==> src/rtl/core/pngss_pkg.sv <==
`timescale 1ns / 1ps
package pngss_pkg;

  typedef enum logic [2:0] {
    PH_SIG,
    PH_LEN,
    PH_TYPE,
    PH_DATA,
    PH_CRC
  } phase_t;

  typedef enum logic [1:0] {
    ERR_NONE,
    ERR_SIG,
    ERR_LONG,
    ERR_TRUNC
  } err_t;

  // 8-byte file signature, first byte at index 0
  localparam logic [7:0] PNG_SIG [0:7] = '{
    8'h89, 8'h50, 8'h4e, 8'h47, 8'h0d, 8'h0a, 8'h1a, 8'h0a
  };

  localparam int SIG_LEN    = 8;
  localparam int FIELD_LEN  = 4;  // length, type and CRC fields
  localparam int MIN_IMAGE  = SIG_LEN + 3 * FIELD_LEN;  // signature + empty chunk

  // Tag for one byte, produced by the parser
  typedef struct packed {
    logic [15:0] image_index;
    logic        image_last;
    logic [31:0] image_size;
    err_t        error_code;
  } tag_t;

endpackage

==> src/rtl/core/png_sequence_splitter_unit.sv <==
`timescale 1ns / 1ps
// Splits a byte stream of back-to-back PNG images and tags every byte.
// Input channel in_*: one stream byte per word, in_tlast marks the last byte
// of the whole stream. Output channel out_*: the same byte with its image
// number, running image size and error code; out_tlast marks the final CRC
// byte of an image. Every input word yields exactly one output word.
// Configuration: cfg_wr_en writes cfg_wr_data as the largest accepted chunk
// data length; write it only while no words are in flight.
// A word accepted is registered into the input stage, then parsed and
// registered into the output stage once that stage is empty or draining,
// where it drives out_tvalid until out_tready takes it.
// Throughput is one word per cycle while out_tready stays high; the parse
// state (phase, position, counters) updates once per word as it moves from
// the input to the output register.
// Errors (bad signature, chunk too long, stream cut inside an image) are
// held until reset: later words still pass through with the stored code.
// Reset (rst_n low at a clock edge) empties both stages, restarts parsing
// at the signature, clears image number, size and error, and sets the
// length limit to its maximum. When out_tready is low the output word
// holds, the input stage still fills once, then in_tready drops.
module png_sequence_splitter_unit #(
  parameter int INDEX_WIDTH = 16
) (
  input  logic        clk,
  input  logic        rst_n,
  input  logic        cfg_wr_en,
  input  logic [30:0] cfg_wr_data,   // max_chunk_length
  input  logic        in_tvalid,
  output logic        in_tready,
  input  logic [7:0]  in_tdata,      // [7:0] data_byte
  input  logic        in_tlast,      // stream_end
  output logic        out_tvalid,
  input  logic        out_tready,
  output logic [63:0] out_tdata,     // [7:0] out_byte, [23:8] image_index,
                                     // [55:24] image_size, [57:56] error_code,
                                     // [63:58] zero
  output logic        out_tlast      // image_last
);
  import pngss_pkg::*;

  logic [30:0] max_len_r;

  // input stage
  logic       s0_valid_r, s0_valid_nxt;
  logic [7:0] s0_byte_r;
  logic       s0_end_r;

  // output stage
  logic        out_valid_r, out_valid_nxt;
  logic [7:0]  out_byte_r;
  tag_t        out_tag_r;

  logic in_acc;
  logic advance;
  tag_t tag;

  assign advance   = s0_valid_r && (!out_valid_r || out_tready);
  assign in_tready = !s0_valid_r || advance;
  assign in_acc    = in_tvalid && in_tready;

  always_comb begin
    s0_valid_nxt = s0_valid_r;
    if (in_acc) s0_valid_nxt = 1'b1;
    else if (advance) s0_valid_nxt = 1'b0;

    out_valid_nxt = out_valid_r;
    if (advance) out_valid_nxt = 1'b1;
    else if (out_tready) out_valid_nxt = 1'b0;
  end

  always_ff @(posedge clk) begin
    if (!rst_n) begin
      max_len_r   <= 31'h7FFF_FFFF;
      s0_valid_r  <= 1'b0;
      out_valid_r <= 1'b0;
    end else begin
      if (cfg_wr_en) max_len_r <= cfg_wr_data;
      s0_valid_r  <= s0_valid_nxt;
      out_valid_r <= out_valid_nxt;
    end
  end

  always_ff @(posedge clk) begin
    if (in_acc) begin
      s0_byte_r <= in_tdata;
      s0_end_r  <= in_tlast;
    end
    if (advance) begin
      out_byte_r <= s0_byte_r;
      out_tag_r  <= tag;
    end
  end

  pngss_parser #(
    .INDEX_WIDTH (INDEX_WIDTH)
  ) u_parser (
    .clk        (clk),
    .rst_n      (rst_n),
    .step       (advance),
    .data_byte  (s0_byte_r),
    .stream_end (s0_end_r),
    .max_len    (max_len_r),
    .tag        (tag)
  );

  assign out_tvalid = out_valid_r;
  assign out_tlast  = out_tag_r.image_last;
  assign out_tdata  = {6'b0, out_tag_r.error_code, out_tag_r.image_size,
                       out_tag_r.image_index, out_byte_r};

  // an image end never carries an error
  a_last_no_err: assert property (@(posedge clk) disable iff (!rst_n)
    out_tvalid && out_tlast |-> out_tdata[57:56] == 2'd0)
    else $error("image end reported with error code");

  // smallest image is a signature plus one empty chunk
  a_last_min_size: assert property (@(posedge clk) disable iff (!rst_n)
    out_tvalid && out_tlast |-> out_tdata[55:24] >= 32'(MIN_IMAGE))
    else $error("image end reported below minimum image size");

  // a held input word stays put while the output stage is blocked
  a_s0_hold: assert property (@(posedge clk) disable iff (!rst_n)
    s0_valid_r && !advance |=> s0_valid_r && $stable(s0_byte_r) && $stable(s0_end_r))
    else $error("input stage lost a word while stalled");

  // an empty output stage never blocks the input side
  a_ready_when_empty: assert property (@(posedge clk) disable iff (!rst_n)
    !out_valid_r |-> in_tready)
    else $error("input stalled with empty output stage");

endmodule

==> src/rtl/core/pngss_parser.sv <==
`timescale 1ns / 1ps
module pngss_parser #(
  parameter int INDEX_WIDTH = 16
) (
  input  logic               clk,
  input  logic               rst_n,
  input  logic               step,         // commit one byte
  input  logic [7:0]         data_byte,
  input  logic               stream_end,
  input  logic [30:0]        max_len,
  output pngss_pkg::tag_t    tag
);
  import pngss_pkg::*;

  phase_t                   phase_r, phase_nxt;
  logic [30:0]              pos_r, pos_nxt;
  logic [31:0]              chunk_len_r, chunk_len_nxt;
  logic [INDEX_WIDTH-1:0]   image_cnt_r, image_cnt_nxt;
  logic [31:0]              size_r, size_nxt;
  err_t                     sticky_r, sticky_nxt;

  logic [30:0] pos_inc;
  logic [31:0] len_shift;
  logic [31:0] size_inc;
  logic [31:0] idx_wide;
  logic        last;
  err_t        err;

  assign pos_inc   = pos_r + 31'd1;
  assign len_shift = {chunk_len_r[23:0], data_byte};
  assign size_inc  = (size_r == 32'hFFFF_FFFF) ? size_r : size_r + 32'd1;
  assign idx_wide  = 32'(image_cnt_r);

  always_comb begin
    phase_nxt     = phase_r;
    pos_nxt       = pos_r;
    chunk_len_nxt = chunk_len_r;
    image_cnt_nxt = image_cnt_r;
    size_nxt      = size_r;
    sticky_nxt    = sticky_r;
    last          = 1'b0;
    err           = ERR_NONE;

    if (sticky_r != ERR_NONE) begin
      err = sticky_r;
    end else begin
      size_nxt = size_inc;
      unique case (phase_r)
        PH_SIG: begin
          if (data_byte != PNG_SIG[pos_r[2:0]]) begin
            err = ERR_SIG;
          end else if (pos_r == 31'(SIG_LEN - 1)) begin
            pos_nxt       = '0;
            chunk_len_nxt = '0;
            phase_nxt     = PH_LEN;
          end else begin
            pos_nxt = pos_inc;
          end
        end
        PH_LEN: begin
          chunk_len_nxt = len_shift;
          pos_nxt       = pos_inc;
          if (pos_r == 31'(FIELD_LEN - 1)) begin
            pos_nxt = '0;
            if (len_shift > {1'b0, max_len}) err = ERR_LONG;
            else phase_nxt = PH_TYPE;
          end
        end
        PH_TYPE: begin
          pos_nxt = pos_inc;
          if (pos_r == 31'(FIELD_LEN - 1)) begin
            pos_nxt   = '0;
            phase_nxt = (chunk_len_r == '0) ? PH_CRC : PH_DATA;
          end
        end
        PH_DATA: begin
          pos_nxt = pos_inc;
          if ({1'b0, pos_inc} >= chunk_len_r) begin
            pos_nxt   = '0;
            phase_nxt = PH_CRC;
          end
        end
        PH_CRC: begin
          pos_nxt = pos_inc;
          if (pos_r == 31'(FIELD_LEN - 1)) begin
            pos_nxt = '0;
            if (chunk_len_r == '0) begin
              last      = 1'b1;
              phase_nxt = PH_SIG;
            end else begin
              chunk_len_nxt = '0;
              phase_nxt     = PH_LEN;
            end
          end
        end
        default: begin
          phase_nxt = PH_SIG;
          pos_nxt   = '0;
        end
      endcase

      if (err == ERR_NONE && stream_end && !last) err = ERR_TRUNC;

      if (err != ERR_NONE) begin
        sticky_nxt = err;
        last       = 1'b0;
      end else if (last) begin
        image_cnt_nxt = image_cnt_r + INDEX_WIDTH'(1);
        size_nxt      = '0;
      end
    end
  end

  // frozen counters read out directly once an error is held
  assign tag.image_index = idx_wide[15:0];
  assign tag.image_last  = last;
  assign tag.image_size  = (sticky_r != ERR_NONE) ? size_r : size_inc;
  assign tag.error_code  = err;

  always_ff @(posedge clk) begin
    if (!rst_n) begin
      phase_r     <= PH_SIG;
      pos_r       <= '0;
      chunk_len_r <= '0;
      image_cnt_r <= '0;
      size_r      <= '0;
      sticky_r    <= ERR_NONE;
    end else if (step) begin
      phase_r     <= phase_nxt;
      pos_r       <= pos_nxt;
      chunk_len_r <= chunk_len_nxt;
      image_cnt_r <= image_cnt_nxt;
      size_r      <= size_nxt;
      sticky_r    <= sticky_nxt;
    end
  end

endmodule
==> config.mk <==
export PLATFORM = sky130hd
export DESIGN_NAME = png_sequence_splitter_unit
export DESIGN_NICKNAME = d
export VERILOG_FILES = /design/src/rtl/core/pngss_pkg.sv /design/src/rtl/core/png_sequence_splitter_unit.sv /design/src/rtl/core/pngss_parser.sv
export SDC_FILE = /design/constraint.sdc
export NUM_CORES = 1
export LEC_CHECK = 0
export CORE_MARGIN = 2
export CORE_UTILIZATION = 50
export CTS_CLUSTER_SIZE = 25
export DETAILED_ROUTE_END_ITERATION = 12
export DONT_BUFFER_PORTS = 1
export SYNTH_ARGS = -nofsm -noshare
export SYNTH_HDL_FRONTEND = slang
export SYNTH_SLANG_ARGS = --single-unit
==> constraint.sdc <==
create_clock -name clk -period 7.7 [get_ports clk]
set_input_delay 1.155 -clock clk [delete_from_list [all_inputs] [get_ports clk]]
set_output_delay 1.155 -clock clk [all_outputs]
set_load 0.01 [all_outputs]
# Word level (Yosys, flattened, before mapping)
# Memory sizes are Yosys's and may differ from the RTL's.
# Index checks and enable logic that the tools add are counted.
dict set report totals {
  rom_bits 64
  input_bits 45
  latch_bits 0
  memories 1
  register_bits 217
  mem_bits_rw 0
}
# name words width rd rd_ports_with_merged_regs write_ports line
set memory_table {}
lappend memory_table {{(no name shown)} 8 8 1 0 0 pngss_parser.sv:50} ;# if (data_byte != PNG_SIG[pos_r[2:0]]) begin
dict set report classes {
  n_mux 42
  n_eq_ne 16
  div_mod_pow 0
  shift 0
  add_sub_neg 3
  reduce_logical 25
  n_mul 0
  order_cmp 3
  n_bitwise 3
}
# op n
set ops {}
lappend ops {{32-bit two-way mux} 8}
lappend ops {{31-bit two-way mux} 4}
lappend ops {{32-bit one-hot mux with 3 select lines} 1}
lappend ops {{31-bit one-hot mux with 3 select lines} 1}
lappend ops {{32-bit by 1-bit adder with 32-bit output, second input constant} 1}
lappend ops {{32-bit == test, second input constant} 1}
lappend ops {{31-bit by 32-bit >= comparator with 1-bit output} 1}
lappend ops {{32-bit by 31-bit > comparator with 1-bit output} 1}
lappend ops {{32-bit zero test} 1}
lappend ops {{31-bit by 1-bit adder with 31-bit output, second input constant} 1}
lappend ops {{31-bit by 2-bit == test with 1-bit output, second input constant} 1}
lappend ops {{31-bit by 3-bit == test with 1-bit output, second input constant} 1}
lappend ops {{3-bit two-way mux} 8}
lappend ops {{16-bit by 1-bit adder with 16-bit output, second input constant} 1}
lappend ops {{8-bit two-way mux} 2}
lappend ops {{3-bit one-hot mux with 5 select lines} 1}
lappend ops {{2-bit two-way mux} 6}
lappend ops {{1-bit two-way mux} 10}
lappend ops {{2-bit by 1-bit != test with 1-bit output, second input constant} 5}
lappend ops {{9-bit AND reduction} 1}
lappend ops {{8-bit != test} 1}
lappend ops {{2-bit nonzero test} 4}
lappend ops {{7-bit AND reduction} 1}
lappend ops {{3-bit by 2-bit == test with 1-bit output, second input constant} 2}
lappend ops {{18 further kinds} 28}

# Logic depth before layout (Yosys ltp)
# Gate-level depths: netlist (run 1).
dict set report logic_depth {
  ltp_word 16
  depth_mapped 17
}

# Modules after synthesis
# A second synthesis (run 1) with hierarchy kept.
dict set report hier_totals {
  cells_unflattened 1318
  area_unflattened_um2 11713.7
}
# mod n_inst area_per_inst_um2 cells_per_inst
set by_module_without_submodules {}
lappend by_module_without_submodules {pngss_parser 1 8416.8 1133}
lappend by_module_without_submodules {png_sequence_splitter_unit 1 3296.9 185}

# Worst setup path after synthesis (run 1)
# No wires, ideal clock.
dict set report synth_path {
  kind {input-to-reg}
  from {in out_tready}
  to {reg u_parser.size_r[15]}
  setup_ns 0.076
  t_arrival_ns 5.723
  stages 7
  path_slack_ns 1.902
  t_required_ns 7.624
  cell_sequence {nor2b_1 -> nor2b_1 -> nand2_1 -> nor2_1 -> nand2_1 -> or3_1 -> a21boi_0}
}
dict set report synth_between {
  elab_chain_len 3
}
# item line
set synth_lines {}
lappend synth_lines {{from (decl)} png_sequence_splitter_unit.sv:33} ;# input logic out_tready,
lappend synth_lines {{1-bit logical OR} png_sequence_splitter_unit.sv:57} ;# assign advance = s0_valid_r && (!out_valid_r || out_tready);
lappend synth_lines {{1-bit logical AND} png_sequence_splitter_unit.sv:57}
lappend synth_lines {{net advance} png_sequence_splitter_unit.sv:54} ;# logic advance;
lappend synth_lines {{2-bit AND reduction (no line)} --}
lappend synth_lines {{to (signal assigned)} pngss_parser.sv:133} ;# size_r <= size_nxt;
lappend synth_lines {{to (decl)} pngss_parser.sv:19} ;# logic [31:0] size_r, size_nxt;
# The timed path passes the listed nets, and every way through them passes these cells.
# A chain may end at the register's enable or synchronous reset.

# Worst setup path after layout (run 1)
dict set report layout_path {
  from {reg u_parser.pos_r[2]}
  to {reg u_parser.pos_r[14]}
}
dict set report layout_between {
  elab_chain_len 7
  elab_cells_between_ends 16
  cone_classes {add/sub: 1; order compare: 1; eq/ne: 4; mux: 7; bitwise: 1; reduce/logical: 1; memory: 1}
}
# item line
set layout_lines {}
lappend layout_lines {{from (decl)} pngss_parser.sv:16} ;# logic [30:0] pos_r, pos_nxt;
lappend layout_lines {{from (signal assigned)} pngss_parser.sv:130} ;# pos_r <= pos_nxt;
lappend layout_lines {{branches (longest 7 deep; another with 31-bit by 32-bit >= comparator with 1-bit output)} --}
# Several ways; the timed one is not identified. The select of a mux whose other input is x is not followed.

==> results of run 1 <==
## final cells by class
| class | count | area [um^2] | share of cell area (%) |
|---|---|---|---|
| clock buffers | 33 | 676 | 5.42 |
| clock inverters | 13 | 143 | 1.14 |
| inverters | 72 | 270 | 2.17 |
| multi-input cells | 907 | 5960 | 47.8 |
| flip-flops and latches | 217 | 5020 | 40.3 |
| well taps | 285 | 357 | 2.86 |
| repair buffers | 6 | 45.0 | 0.361 |
## worst reg2reg max path: cells and delay by family (launching register included)
| family | cells | cell delay, ns |
|---|---|---|
| fa+ha+maj | 1 | 0.26 |
| flops | 1 | 0.66 |
| buf+inv | 1 | 0.41 |
| xor+xnor | 1 | 0.17 |
| compound gates | 7 | 2.04 |
| simple gates | 6 | 1.81 |
## worst paths after layout
kind                        endpoint  slack (ns)
hold reg to reg        out_tdata[17]        0.44
hold / removal         out_tdata[17]        0.44
setup reg to reg  u_parser.pos_r[14]        2.30
setup / recovery  u_parser.pos_r[14]        2.30
## logic make-up after synthesis
group                      count (synthesis)  share of synthesized area, %
and+or+nand+nor                          497                          22.1
xor gates and xnor gates                  73                          5.54
muxes                                      6                         0.542
other                                      1                        0.0325
DFF                                      217                          43.5
AOI/OAI and AO/OA                        256                          15.6
buffers and inverters                    144                          5.22
adders and majority gates                 69                          7.45
## layer usage
metal,global-route usage [%],vias to the layer above
met4,5.37,0
met1,30.6,4135
met3,2.97,36
met5,0,-
met2,35.6,196
li1,-,4406
## sequential cells by signal, summed over array words and instances (netlist names), 2 cells and up
signal / flops
u_parser.pos_r: 31
out_tdata: 50
s0_byte_r: 8
u_parser.chunk_len_r: 32
out_byte_r: 8
u_parser.sticky_r: 2
max_len_r: 31
u_parser.size_r: 32
u_parser.phase_r: 3
u_parser.image_cnt_r: 16
## cells in the final DEF, fill, tap and decap left out, types with 9 or more instances in the layout
cell | synthesis | layout
nand2_1 | 165 | 165
dfxtp_1 | 149 | 149
inv_1 | 72 | 72
ha_1 | 68 | 68
edfxtp_1 | 68 | 68
nand3_1 | 58 | 58
nor2_1 | 52 | 52
a21oi_1 | 50 | 50
xnor2_1 | 45 | 45
nor2b_1 | 39 | 38
o211ai_1 | 33 | 33
xor2_1 | 28 | 28
o21ai_0 | 27 | 27
nand4_1 | 26 | 26
clkbuf_16 | 0 | 25
or2_1 | 24 | 24
a31oi_1 | 23 | 23
a21boi_1 | 23 | 23
nor3_1 | 22 | 22
and2_1 | 20 | 20
a22oi_1 | 20 | 20
and3_1 | 17 | 17
a21boi_0 | 17 | 17
nor4_1 | 16 | 16
nand3b_1 | 12 | 12
o21a_1 | 11 | 11
and4_1 | 9 | 9
## metrics by stage
| stage | std cells | instance area, um^2 | hold slack (ns) | power, mW | setup WS [ns] |
|---|---|---|---|---|---|
| 2_1_floorplan | 1268 | 11600 | 0.408 | 1.33 | 1.90 |
| 3_3_place_gp | 1487 | 11700 | 0.414 | 1.33 | 2.57 |
| 3_5_place_dp | 1487 | 11700 | 0.423 | 1.33 | 2.39 |
| 4_1_cts | 1533 | 12500 | 0.437 | 2.52 | 2.33 |
| 5_1_grt | 1533 | 12500 | 0.447 | 2.58 | 1.87 |
| 6_report | 1533 | 12500 | 0.436 | 2.49 | 2.30 |
## where the power goes
part | total, mW | switching [mW] | internal, mW
registers | 1.23 | 0.0224 | 1.21
clock network | 1.18 | 0.464 | 0.716
logic | 0.0756 | 0.0471 | 0.0285
total | 2.49 | 0.534 | 1.96
==> run summary, run 1 <==
Antenna cell count - 0
TNS Setup - 0 ns
RR Startpoint - u_parser.pos_r[2]
Met2 WL - 12.0 mm
Synth warn - 0
Hold-fix buffers, CTS - 0
Post-CTS Setup Inserts - 0
Nets - 1342
Post-layout util - 55.1%
Die W - 156 um
Register bit total from synthesis - 217
Die height - 156 um
Crit-path cells - nand3_1 > nor3_1 > nand3_1 > nor2_1 > and3_1 > and3_1 > xor2_1 > ha_1 > a21o_1 > a21oi_1 > o2111ai_1 > a2111o_1 > a221oi_4 > buf_4 > a41oi_1 > a31oi_1
Via/cell ratio - 5.72
Synthesis-to-layout area growth - 8.05%
Dpl hpwl - 17.6 mm
Max Cap Violations - 0
Worst hold path class - flop to flop
Worst skew pair latency - 0.52 ns
Worst Min Path Start - u_parser.image_cnt_r[9]
RSZ-0062 raised after global routing - false
Worst Path Max Fanout - 22
Min-Delay Path Depth - 0
Max Buffers Root-to-Sink - 3
Slew Limit Fails - 0
Port buffer count - 0
Num CTS Buffers - 25
Pin count of the biggest net entering global routing - 167
Period utilization - 70.1%
CTS tree - yes
Worst-margin pin slew - 0.965 ns
Peak VDD IR - 0.000123 V
Final WL - 26.4 mm
Synth top cells by count - 165 x nand2_1, 149 x dfxtp_1, 72 x inv_1
First-pass GRT wire length - 43.1 mm
Filler instances - 2074
Critical Path RT - 8.15 ns
Mapped Cells - 1263
Minimum clock period - 5.40 ns
Row Count - 55
Setup Skew - 0.00882 ns
Most area-hungry cell type in the Yosys netlist - dfxtp_1
RD Place Congestion - 0.808
Initial antenna violation count - 0
Dominant synthesized flop cell - dfxtp_1
DR pass1 iterations - 5
Share of the synthesized area in the top cell type - 25.8%
Die Footprint - 24300 um^2
# DRC - 0
Largest cells by area after synthesis - dfxtp_1 26%, edfxtp_1 18%, ha_1 7.4%
H-Tree Depth - 1
Netlist cell types - 72
Share of cells above drive strength 1 - 5.13%
Total track usage - 21.8%
Leak - 4.75 nW
Top Family by Delay on Critical Path - compound AO/OA/AOI/OAI gates
GRT Residual Overflow - 0
Setup CP Type - flop to flop
CP max stage delay - 0.78 ns
Post-DR wirelength/cell - 17.2 um
Synth Cell Area - 11500 um^2
Post-cts sizing count - 0
Vias in the first global route - 8292
Fin. Hold Viols - 0
Core ar. - 22600 um^2
Top Ports - 112
Count leader, synth - nand2_1
R2R depth - 16
CP max stage cell - a221oi_4
Metal3 WL - 1.24 mm
Worst-path clk slew - 0.06 ns
Asr flop ratio synth - 0%
Buf/Inv on CP - 1
Crit start category - flop
Post-synth EDFFs - 68
DR vias - 8773
Critical path data arrival time - 5.85 ns
Outcome - finished clean
Syn_area_per_cell - 9.14 um^2
Initial Util - 51.0%
Crit. Startpoint - u_parser.pos_r[2]
Power Density - 200 nW/um^2
Worst Setup End Kind - flop
Fmax - 0.185 GHz
DR iter-0 viols - 573
Num Clock Sinks - 217
Max Used Layer - met4
Root Driver - clkbuf_16
Routed Antenna Nets - 0
Worst rel slew slack - 35.4%
Final setup viols - 0
M1 wire length - 12.7 mm
Cell depth of the worst setup path - 16
Register area share after synthesis - 43.5%
Power figures use the tool's default switching activity.
==> run 2, diff against run 1 <==
PLACE_DENSITY = 0.68   (was unset)
clock period = 4.5 ns   (was 7.7 ns; I/O delays follow)
==> run summary, run 2 (synthesis results as in run 1) <==
Outcome - finished clean
Critical path data arrival time - 4.53 ns
Worst hold path class - primary input to flop
Die W - 156 um
Worst-margin pin slew - 0.816 ns
Worst Setup End Kind - flop
WHS Endpoint - s0_byte_r[3]
Total track usage - 20.9%
Max Buffers Root-to-Sink - 3
CTS tree - yes
Pin count of the biggest net entering global routing - 167
RD Place Congestion - 0.841
First-pass GRT wire length - 41.7 mm
Routed Antenna Nets - 0
Port buffer count - 0
Initial antenna violation count - 0
Post-Place Worst Slack - 0.284 ns
Share of cells above drive strength 1 - 6.21%
Nets - 1352
Setup CP Type - flop to flop
Critical Path RT - 4.94 ns
R2R depth - 15
Synthesis-to-layout area growth - 8.92%
Num CTS Buffers - 24
Register area - 5020 um^2
Met2 usage - 34.0%
Max FFs per register - 50
Via/cell ratio - 5.74
Slew Limit Fails - 0
Antenna cell count - 0
RSZ-0062 raised after global routing - false
Max Cap Violations - 0
Dpl hpwl - 17.4 mm
Root Driver - clkbuf_16
Setup ws final - 0.414 ns
Peak VDD IR - 0.000272 V
TNS Setup - 0 ns
Min-Delay Path Depth - 0
GR Layer Usage met3 - 3.19%
GRT Residual Overflow - 0
Fin. Hold Viols - 0
Setup Skew - 0.0139 ns
Met1 GRT Util - 28.9%
Worst-path clk slew - 0.06 ns
Num Clock Sinks - 217
Minimum clock period - 4.09 ns
RR Startpoint - u_parser.pos_r[1]
Die height - 156 um
# DRC - 0
Final setup viols - 0
DR iter-0 viols - 496
DR pass1 iterations - 5
Reg-to-reg slack, setup - 0.41 ns
Post-DR wirelength/cell - 16.6 um
Worst Min Path Start - in_tdata[3]
Filler instances - 2006
Commonest non-fill, non-tap cells in the layout - 165 x nand2_1, 149 x dfxtp_1, 72 x inv_1
Crit start category - flop
Row Count - 55
Leak - 4.80 nW
Worst skew pair latency - 0.52 ns
Hold-fix buffers, CTS - 0
R2r endpoint - u_parser.phase_r[2]
H-Tree Depth - 1
Top Ports - 112
Initial Util - 51.0%
DR vias - 8854
Worst Path Max Fanout - 7
Period utilization - 90.8%
Fmax - 0.245 GHz
Final WL - 25.7 mm
Most common cell after layout, fill and taps aside - nand2_1
Busiest grt layer - met2
Vias in the first global route - 8221
Power Density - 339 nW/um^2
Worst rel slew slack - 45.1%
Crit. Startpoint - u_parser.pos_r[1]
Area of the multi-input gates - 5960 um^2
Core ar. - 22600 um^2
Die Footprint - 24300 um^2
==> run 2: changes by cell type in the layout (fill, tap and decap cells not counted), moves of 2 or more <==
| cell | before | now |
|---|---|---|
| buf_4 | 6 | 16 |
| clkbuf_1 | 6 | 2 |
| clkbuf_8 | 2 | 0 |
| clkinvlp_4 | 1 | 3 |
==> run 2: metal layers <==
metal | vias to the layer above | wire length (um)
met5 | - | 0
li1 | 4433 | -
met1 | 4195 | 12300
met4 | 0 | 457
met2 | 197 | 11700
met3 | 29 | 1150
==> run 2: layout make-up <==
class | instances | share of cell area (%)
repair buffers | 17 | 1.11
multi-input cells | 907 | 47.4
clock inverters | 18 | 1.69
well taps | 285 | 2.84
clock buffers | 26 | 4.83
inverters | 72 | 2.15
flip-flops and latches | 217 | 40.0
==> run 2: timing repair <==
action	in CTS	in global routing
setup buffers	0	2
endpoints found under the setup margin	0	1
resized for setup	0	1
==> run 2: per-stage QoR <==
step | utilization [%] | cells | total power [mW] | hold WS (ns) | cell area, um^2
finish | 55.6 | 1542 | 4.26 | 0.247 | 12600
global route | 55.6 | 1542 | 4.40 | 0.224 | 12600
CTS | 55.5 | 1540 | 4.30 | 0.227 | 12600
detailed placement | 51.8 | 1496 | 2.28 | 0.424 | 11700
global placement | 51.8 | 1496 | 2.28 | 0.419 | 11700
floorplan | - | 1268 | 2.27 | 0.408 | 11600
==> run 2: worst max-delay path: stages, from the launching register on <==
cell,delay (ns)
dfxtp_1,0.43
ha_1,0.31
nand2_1,0.12
nor3b_2,0.22
nand4_1,0.25
nor2b_1,0.33
nand3_1,0.13
xnor2_1,0.16
ha_1,0.30
nand4_1,0.06
or2_2,0.29
a211oi_1,0.23
a2111o_1,0.27
nand4_1,0.22
or4b_1,0.54
a21boi_0,0.16
==> run 2: report_power, final <==
part           leakage (nW)  switching (mW)  internal (mW)  total, mW
combinational          2.58          0.0802         0.0486      0.129
sequential             1.82          0.0378           2.07       2.11
clock                 0.395           0.805           1.22       2.02
==> run 2: worst max-delay path by stage <==
stage | endpoint | slack (ns) | depth (start not counted)
finish | u_parser.phase_r[2] | 0.41 | 15
floorplan | u_parser.pos_r[14] | 0.55 | 17
detailed placement | u_parser.phase_r[2] | 0.28 | 15
CTS | u_parser.phase_r[2] | 0.25 | 15
global route | u_parser.phase_r[2] | 0.08 | 15
global placement | u_parser.phase_r[2] | 0.51 | 15
==> run 3, diff against run 2 <==
BUFFER_PORTS_ARGS = -buffer_cell sky130_fd_sc_hd__buf_2   (was unset)
CAP_MARGIN = 20   (was unset)
DONT_BUFFER_PORTS = unset   (was 1)
PLACE_DENSITY = 0.72   (was 0.68)
SLEW_MARGIN = 5   (was unset)
==> run summary, run 3 (synthesis results as in run 1) <==
DR vias - 9266
Period utilization - 90.9%
Top Family by Delay on Critical Path - compound AO/OA/AOI/OAI gates
Placement Cell Area - 12300 um^2
CTS tree - yes
Critical Path RT - 4.94 ns
Die Footprint - 24300 um^2
CP max stage delay - 0.46 ns
Via/cell ratio - 5.62
Worst skew pair latency - 0.52 ns
Worst-margin pin slew - 0.978 ns
Max FFs per register - 50
TNS Setup - 0 ns
Port buffer count - 105
RSZ-0062 raised after global routing - false
Worst Setup End Kind - flop
Leak - 5.22 nW
Worst Path Max Fanout - 23
Most common cell after layout, fill and taps aside - nand2_1
DR iter-0 viols - 623
Initial antenna violation count - 0
Clk pwr share - 46.7%
Fin. Hold Viols - 0
Final WL - 26.1 mm
Sw frac - 22.3%
Crit start category - flop
Gate power share - 5.0%
Cell-internal power - 3.36 mW
Max Cap Violations - 0
Max Buffers Root-to-Sink - 3
Buf/Inv on CP - 1
Die W - 156 um
Register area - 5020 um^2
CP max stage cell - a2111o_1
Worst-path clk slew - 0.06 ns
H-Tree Depth - 1
First-pass GRT wire length - 43.2 mm
P_sw - 0.964 mW
Filler instances - 1952
Slew Limit Fails - 0
Share of cells above drive strength 1 - 13.9%
Area of the multi-input gates - 5970 um^2
Peak VDD IR - 0.000325 V
Fmax - 0.245 GHz
Synthesis-to-layout area growth - 13.6%
Die height - 156 um
Num Clock Sinks - 217
Outcome - finished clean
Worst rel slew slack - 34.8%
Core ar. - 22600 um^2
Crit-path cells - nand3_1 > nor3_2 > nand3_1 > nor2_1 > and3_1 > and3_1 > xor2_1 > ha_1 > a21o_1 > a21oi_1 > o2111ai_1 > a2111o_1 > a221oi_4 > buf_4 > a41oi_1 > a31oi_1
DR pass1 iterations - 5
Antenna cell count - 0
Top Ports - 112
Final setup viols - 0
Setup Skew - 0.0155 ns
Total track usage - 21.5%
Sequential power share - 48.3%
Final Instance Area - 13100 um^2
Minimum clock period - 4.09 ns
Critical path data arrival time - 4.53 ns
Root Driver - clkbuf_16
Num CTS Buffers - 24
Initial Util - 51.0%
Setup CP Type - flop to flop
Commonest non-fill, non-tap cells in the layout - 165 x nand2_1, 149 x dfxtp_1, 104 x buf_2
GRT Residual Overflow - 0
Worst hold path class - primary input to flop
Routed Antenna Nets - 0
RD Place Congestion - 0.849
Pin count of the biggest net entering global routing - 74
# DRC - 0
Dpl hpwl - 18.0 mm
Vias in the first global route - 8591
Nets - 1459
Row Count - 55
Power Density - 330 nW/um^2
Post-DR wirelength/cell - 15.8 um
==> run 3: cell count changes in the layout (fill, tap and decap cells not counted), sizes merged <==
cell / change
buf: +107
clkbuf: +7
clkinv: -3
bufinv: -2
clkinvlp: -1
inv: -1
==> run 3: path summary, 6_finish.rpt <==
kind / to / cells past startpoint / from / slack [ns]
worst max register to register: u_parser.pos_r[14] / 16 / u_parser.pos_r[3] / 0.41
worst min register to register: out_tdata[17] / 0 / u_parser.image_cnt_r[9] / 0.44
worst min-delay path: s0_byte_r[3] / 1 / in_tdata[3] / 0.32
worst max-delay path: u_parser.pos_r[14] / 16 / u_parser.pos_r[3] / 0.41
==> run 3: timing repair <==
item,4_1_cts,5_1_grt
setup buffers,0,1
hold buffers,0,0
setup endpoints to repair,0,34
gates resized for setup,0,2
==> run 3: routing by layer <==
metal / track usage (%) / vias up / wire length, um
li1: - / 4643 / -
met1: 30.1 / 4327 / 12100
met2: 35.0 / 248 / 11800
met3: 2.92 / 48 / 1430
met4: 6.12 / 0 / 710
met5: 0 / - / 0
==> run 3: cell type report <==
cell class,instances,share of cell area [%]
multi-input cells,907,45.5
flip-flops and latches,217,38.3
clock buffers,33,5.37
repair buffers,124,5.11
well taps,285,2.72
inverters,72,2.06
clock inverters,11,0.963
==> run 3: power by group through the flow <==
stage	Sequential, mW	Combinational, mW	Clock [mW]
3_5_place_dp	2.13	0.219	0
5_1_grt	2.09	0.244	2.13
2_1_floorplan	2.14	0.125	0
6_report	2.09	0.218	2.02
4_1_cts	2.09	0.220	2.06
3_3_place_gp	2.13	0.214	0
==> run 3: worst register-to-register path: cells and delay by family (launching register included) <==
kind	cells	cell delay (ns)
flops	1	0.42
xor+xnor	1	0.19
compound gates	7	1.50
fa+ha+maj	1	0.27
simple gates	6	1.34
buf+inv	1	0.30
==> run 3: metrics by stage <==
stage	hold slack (ns)	setup WS, ns	instances	power [mW]	util (%)
floorplan	0.408	0.554	1268	2.27	-
global placement	0.421	0.504	1604	2.35	54.2
detailed placement	0.422	0.338	1604	2.35	54.2
CTS	0.311	0.275	1648	4.37	57.9
global route	0.312	0.0233	1649	4.47	58.0
finish	0.325	0.411	1649	4.33	58.0
